## src/rtl/ntoe_pkg.sv

```systemverilog
// Shared types and constants for the node table with oldest-entry eviction.
// No dependencies.
package ntoe_pkg;

    localparam int TableEntriesDefault = 32;
    localparam logic [7:0] LocMaskReset = 8'h10;
    localparam logic [3:0] TypeMask = 4'hF;
    localparam logic [7:0] LocMinLen = 8'd9;

    typedef enum logic [1:0] {
        KIND_NEW   = 2'd0,
        KIND_KNOWN = 2'd1,
        KIND_ENTRY = 2'd2,
        KIND_END   = 2'd3
    } t_kind;

    typedef struct packed {
        logic        action;
        logic [63:0] key_word0;
        logic [63:0] key_word1;
        logic [63:0] key_word2;
        logic [63:0] key_word3;
        logic [7:0]  advert_flags;
        logic [7:0]  advert_length;
        logic signed [31:0] latitude;
        logic signed [31:0] longitude;
        logic [31:0] now_time;
        logic [31:0] since_time;
        logic        app_paired;
    } t_in_item;

    typedef struct packed {
        logic [1:0]  kind;
        logic [4:0]  slot_index;
        logic [63:0] out_key_word0;
        logic [63:0] out_key_word1;
        logic [63:0] out_key_word2;
        logic [63:0] out_key_word3;
        logic [3:0]  node_type;
        logic signed [31:0] out_latitude;
        logic signed [31:0] out_longitude;
        logic [31:0] modified_time;
        logic        last_of_run;
    } t_out_item;

    // controller -> datapath
    typedef struct packed {
        logic load;      // capture the item
        logic scan_rd;   // read slot at scan pointer
        logic scan_eval; // evaluate the slot read last cycle
        logic scan_rst;  // reset scan pointer
        logic write;     // update chosen slot
        logic emit_adv;  // emit advert notice
        logic emit_end;  // emit list end
    } t_cmd;

    // datapath -> controller
    typedef struct packed {
        logic action;
        logic scan_last; // pointer at last occupied slot
        logic empty;
        logic paired;
    } t_stat;

endpackage

```

## src/rtl/ntoe_ctrl.sv

```systemverilog
// Controller state machine sequencing scan, update and result beats.
// Depends on ntoe_pkg.
module ntoe_ctrl (
    input  logic            i_clk,
    input  logic            i_rst_n,
    input  logic            i_start,
    output logic            o_busy,
    output ntoe_pkg::t_cmd  o_cmd,
    input  ntoe_pkg::t_stat i_stat
);
    typedef enum logic [2:0] {
        S_IDLE, S_READ, S_EVAL, S_WRITE, S_NOTE, S_END
    } t_state;

    t_state r_state;
    logic   r_last;

    always_comb begin
        o_cmd = '0;
        o_cmd.load     = (r_state == S_IDLE) && i_start;
        o_cmd.scan_rst = (r_state == S_IDLE);
        o_cmd.scan_rd  = (r_state == S_READ);
        o_cmd.scan_eval = (r_state == S_EVAL);
        o_cmd.write    = (r_state == S_WRITE);
        o_cmd.emit_adv = (r_state == S_NOTE);
        o_cmd.emit_end = (r_state == S_END);
    end
    assign o_busy = (r_state != S_IDLE);

    always_ff @(posedge i_clk) begin
        if (!i_rst_n) begin
            r_state <= S_IDLE;
            r_last  <= 1'b0;
        end else begin
            case (r_state)
                S_IDLE: if (i_start) r_state <= S_READ;
                S_READ: begin
                    if (i_stat.empty) begin
                        r_state <= i_stat.action ? S_END : S_WRITE;
                    end else begin
                        r_last  <= i_stat.scan_last;
                        r_state <= S_EVAL;
                    end
                end
                S_EVAL: begin
                    if (!r_last) r_state <= S_READ;
                    else r_state <= i_stat.action ? S_END : S_WRITE;
                end
                S_WRITE: r_state <= i_stat.paired ? S_NOTE : S_IDLE;
                S_NOTE:  r_state <= S_IDLE;
                S_END:   r_state <= S_IDLE;
                default: r_state <= S_IDLE;
            endcase
        end
    end

    a_one_cmd: assert property (@(posedge i_clk) disable iff (!i_rst_n)
        $onehot0({o_cmd.scan_rd, o_cmd.scan_eval, o_cmd.write, o_cmd.emit_adv,
                  o_cmd.emit_end})) else $error("overlapping commands");
    a_eval_after_read: assert property (@(posedge i_clk) disable iff (!i_rst_n)
        o_cmd.scan_eval |-> $past(o_cmd.scan_rd)) else $error("eval without read");
    a_note_after_write: assert property (@(posedge i_clk) disable iff (!i_rst_n)
        o_cmd.emit_adv |-> $past(o_cmd.write)) else $error("notice without update");
endmodule

```

## config.mk

```make
export PLATFORM = sky130hd
export DESIGN_NAME = ntoe_ctrl
export DESIGN_NICKNAME = d
export VERILOG_FILES = /design/src/rtl/ntoe_pkg.sv /design/src/rtl/ntoe_ctrl.sv
export SDC_FILE = /design/constraint.sdc
export NUM_CORES = 1
export LEC_CHECK = 0
export BUFFER_PORTS_ARGS = -buffer_cell sky130_fd_sc_hd__buf_2
export CAP_MARGIN = 20
export CORE_AREA = 2 2 39 41
export CTS_BUF_LIST = sky130_fd_sc_hd__clkbuf_2
export CTS_CLUSTER_SIZE = 14
export DETAILED_ROUTE_END_ITERATION = 6
export DIE_AREA = 0 0 41 43
export PLACE_DENSITY = 0.54
export SLEW_MARGIN = 20
export SYNTH_ARGS = -nofsm -noshare
export SYNTH_HDL_FRONTEND = slang
export SYNTH_SLANG_ARGS = --single-unit
```

## constraint.sdc

```tcl
create_clock -name i_clk -period 2.9 [get_ports i_clk]
set_input_delay 0.145 -clock i_clk [delete_from_list [all_inputs] [get_ports i_clk]]
set_output_delay 0.145 -clock i_clk [all_outputs]
set_load 0.01 [all_outputs]
```

== Word level (Yosys, flattened, before mapping) ==
Cells that the tools add are included.

* $add $sub $neg: 0
* Multipliers: 0
* Div/mod/pow operators: 0
* $lt $le $gt $ge: 0
* Eq/ne operators: 6
* Shift-type cells: 0
* Muxes and demuxes: 6
* Bitwise operators: 1
* Reductions and logical operators: 4

{| class="wikitable"
|+ Operators with widths
! cell !! count
|-
| $mux W3 || 5
|-
| $pmux W3 S4 || 1
|-
| $eq A3 B2 Y1 const B || 2
|-
| $eq A3 B3 Y1 const B || 2
|-
| $eq A3 B1 Y1 const B || 1
|-
| $logic_not A3 Y1 || 1
|-
| $reduce_bool A3 Y1 || 1
|-
| $ne A2 B2 Y1 const B || 1
|-
| $reduce_and A2 Y1 || 1
|-
| $logic_and A1 B1 Y1 || 1
|-
| $not A1 Y1 || 1
|}

* Flip-flop bits (word level): 4
* Latch bits: 0
* RAM bits: 0
* Bits in read-only memories: 0
* Bits of input ports: 7
* Output and inout port bits: 8
* Logic and storage cells: 19
* Memories kept: 0

== Depth between registers and ports, before layout ==
* Word-level depth: 3
* Depth in mapped cells: 4
* Mapped depth without buffers: 3

== Worst setup path before layout ==
OpenSTA, ideal clock, no wires.

* Path kind: reg-to-output
* Start: register r_state[0]
* End: output port o_cmd[6] (netlist name)
* Arrival: 1.115 ns
* Data required time: 2.755 ns
* Path slack: 1.640 ns
* Stages on the path, launching flop included: 5
* Buffers on the path: 1
* Path through: dfxtp_1 buf_4 or3_1 inv_2 and2_1

{| class="wikitable"
|+ RTL lines
! what !! line !! text
|-
| start: declaration || ntoe_ctrl.sv:15 || <nowiki>t_state r_state;</nowiki>
|-
| start signal: assignment || ntoe_ctrl.sv:39 || <nowiki>r_state <= i_stat.action ? S_END : S_WRITE;</nowiki>
|-
| start signal: assignment || ntoe_ctrl.sv:47 || <nowiki>else r_state <= i_stat.action ? S_END : S_WRITE;</nowiki>
|-
| start signal: assignment || ntoe_ctrl.sv:49 || <nowiki>S_WRITE: r_state <= i_stat.paired ? S_NOTE : S_IDLE;</nowiki>
|-
| end: declaration || ntoe_ctrl.sv:8 || <nowiki>output ntoe_pkg::t_cmd o_cmd,</nowiki>
|}

==> results.md <==
- Post-synthesis sequential area ratio: 28.44%
- DIE AREA: 1763 µm²
- Pleak: 0.1811 nW
- Vias in the first global route: 213
- CTS H-tree depth: 1
- Initial antenna violation count: 0
- Clock Pin Slew Worst Setup and Hold Paths: 0.04 ns
- R2R setup slack: 1.69 ns
- Die height: 43 µm
- Clk sinks: 4
- R2R cell count: 3
- Routed vias: 258
- Drt pass-1 iters: 2
- Final hold vios: 0
- Fraction of synthesized area in multiplexers: 3.556%
- WL per Instance: 9.754 µm
- Final setup viols: 0
- Startpoint Class: register
- Compound-Gate Fraction of Synth Area: 15.56%
- RD Place Congestion: 0.5945
- Actual slew at the worst max-slew pin: 0.3370 ns
- Critical Path RT: 2.76 ns
- Layout cells sized above 1: 46.67%
- Initial Utilization: 20.34%
- Setup TNS: 0 ns
- ANT cells: 0
- Core box area: 1384 µm²
- Mean Syn Cell Area: 9.384 µm²
- Hold path cells: 2
- Status: completed
- Largest family of logic cells by synthesized area: simple AND/OR/NAND/NOR gates
- RSZ-0062 raised after global routing: false
- Cell Pwr Density: 421.1 nW/µm²
- GRT Overall Usage: 8.040%
- # Max-Cap Violations: 0
- Syn Std Cell Area: 281.5 µm²
- Final ANT Viol Nets: 0
- DP HPWL: 456.2 µm
- Synth Net Count: 37
- TritonCTS buffer count: 3
- Post-cts resize count: 0
- Critical R2R Capture: r_state[1]
- Post-Synth Simple-Gate Area: 43.11%
- Max Root-Sink Buffers: 2
- Row cnt: 14
- Post-route DRC: 0
- CTS tree: done
- Worst r2r src: r_state[0]
- Slew headroom: 77.50%
- Final critical-path required period: 1.429 ns
- Xor and xnor fraction of the mapped netlist area: 0%
- Final WL: 595 µm
- CTS Root Cell: clkbuf_2
- NumNets Final: 54
- Die width: 41 µm
- # hold bufs at CTS: 0
- Post-CTS setup buffers: 0
- Synth warn: 0
- Vias per std cell: 4.230
- Fmax: 699.8 MHz
- Final core utilization: 26.58%
- DRT iter0 DRCs: 3
- Clk_skew: 0.001855 ns
- Min-delay worst type: input pin to register
- Worst-case vdd ir drop: 0.1370 mV
- Count of final max-slew check failures: 0
- I/O pins: 15
- Area Growth Syn to Fin: 30.67%
- Crit path DAT: 1.28 ns
- Crit path launch: r_state[0]
- First-pass GRT wire length: 869 µm
- Grt total ovfl: 0
- Synth Area in Adders: 0%
- Worst setup path endpoint: o_cmd[5]
- Crit-path max FO: 11
- Synth Register Bits: 4
- Worst Setup End Kind: output pin
- IO Port Bufs: 14
- Post-synthesis cell type count: 23
- Cells after synthesis: 30
- Setup Crit Path Kind: register to output pin
- Worst skew pair latency: 0.20 ns
- Largest net degree at the start of global routing: 13
- Tot Pwr: 154.9 µW
- Fin crit share: 49.28%
## routing by layer
metal / GRT usage, % / part of all wire, %
met1: 10.00 / 50
met2: 8.750 / 35
met3: 1.571 / 12
met4: 12.00 / 1.3
met5: 0 / 0
## cell usage in the layout, fill, tap and decap left out
cell        n
buf_2      14
dfxtp_1     4
and3b_1     3
clkbuf_2    3
nor3b_1     2
nor2b_1     2
or3b_4      1
inv_1       1
or3_1       1
inv_2       1
and2_1      1
nor4b_2     1
mux2i_1     1
nand4bb_1   1
a21oi_2     1
o31a_1      1
o21a_1      1
nand2b_1    1
a21boi_1    1
a21oi_1     1
nand3b_1    1
nand2_1     1
o22ai_1     1
## through the flow
| stage | setup WS (ns) | hold WS [ns] | cell area (µm²) | instances |
|---|---|---|---|---|
| final | 1.471 | 0.2046 | 367.9 | 61 |
| after global routing | 1.355 | 0.2319 | 367.9 | 61 |
| after CTS | 1.454 | 0.1886 | 367.9 | 61 |
| after detailed placement | 1.687 | 0.4052 | 352.8 | 58 |
| after global placement | 1.694 | 0.4042 | 352.8 | 58 |
| after floorplan | 1.640 | 0.2732 | 281.5 | 30 |
## worst min-delay path by stage
stage | start | slack [ns] | end
global route | i_stat[3] | 0.23 | r_state[2]
global placement | i_rst_n | 0.40 | r_last
CTS | i_rst_n | 0.19 | r_last
floorplan | i_rst_n | 0.27 | r_last
detailed placement | i_rst_n | 0.41 | r_last
finish | i_rst_n | 0.20 | r_last
## registers in the layout (all words and copies together) (netlist names)
register	flops
r_state	3
r_last	1
## worst max-delay path: stages (launching register included)
cell	delay [ns]
dfxtp_1	0.48
or3b_4	0.43
inv_1	0.06
buf_2	0.11
## Yosys cell counts
cell       count  area share (%)
dfxtp_1        4              28
and3b_1        3             9.3
nor2b_1        2             4.4
nor3b_1        2             5.3
a21boi_1       1             2.7
a21oi_1        1             1.8
a21oi_2        1             3.1
and2_1         1             2.2
buf_4          1             2.7
buf_6          1             4.0
inv_1          1             1.3
inv_2          1             1.3
mux2i_1        1             3.6
nand2_1        1             1.3
nand2b_1       1             2.2
nand3b_1       1             2.7
nand4bb_1      1             4.0
nor4b_2        1             5.3
o21a_1         1             2.7
o22ai_1        1             2.2
o31a_1         1             3.1
or3_1          1             2.2
or3b_4         1             4.0
## power by group
group / switching, mW / internal (mW) / leakage, nW / total, mW
Sequential: 0.00716 / 0.0588 / 0.0327 / 0.0660
Clock: 0.0202 / 0.0278 / 0.0125 / 0.0480
Combinational: 0.0183 / 0.0227 / 0.136 / 0.0410
Total: 0.0456 / 0.109 / 0.181 / 0.155
## final cells by class
type / instances / area, µm²
clock buffers: 3 / 15.01
fillers: 151 / 1016
inverters: 2 / 7.507
multi-input cells: 22 / 175.2
flip-flops and latches: 4 / 80.08
well taps: 16 / 20.02
repair buffers: 14 / 70.07
## logic make-up after synthesis
group / count (synthesis)
and+or+nand+nor: 15
AOI/OAI and AO/OA: 6
DFF: 4
buffers and inverters: 4
muxes: 1
No activity file was read; power rests on OpenSTA's default activity.
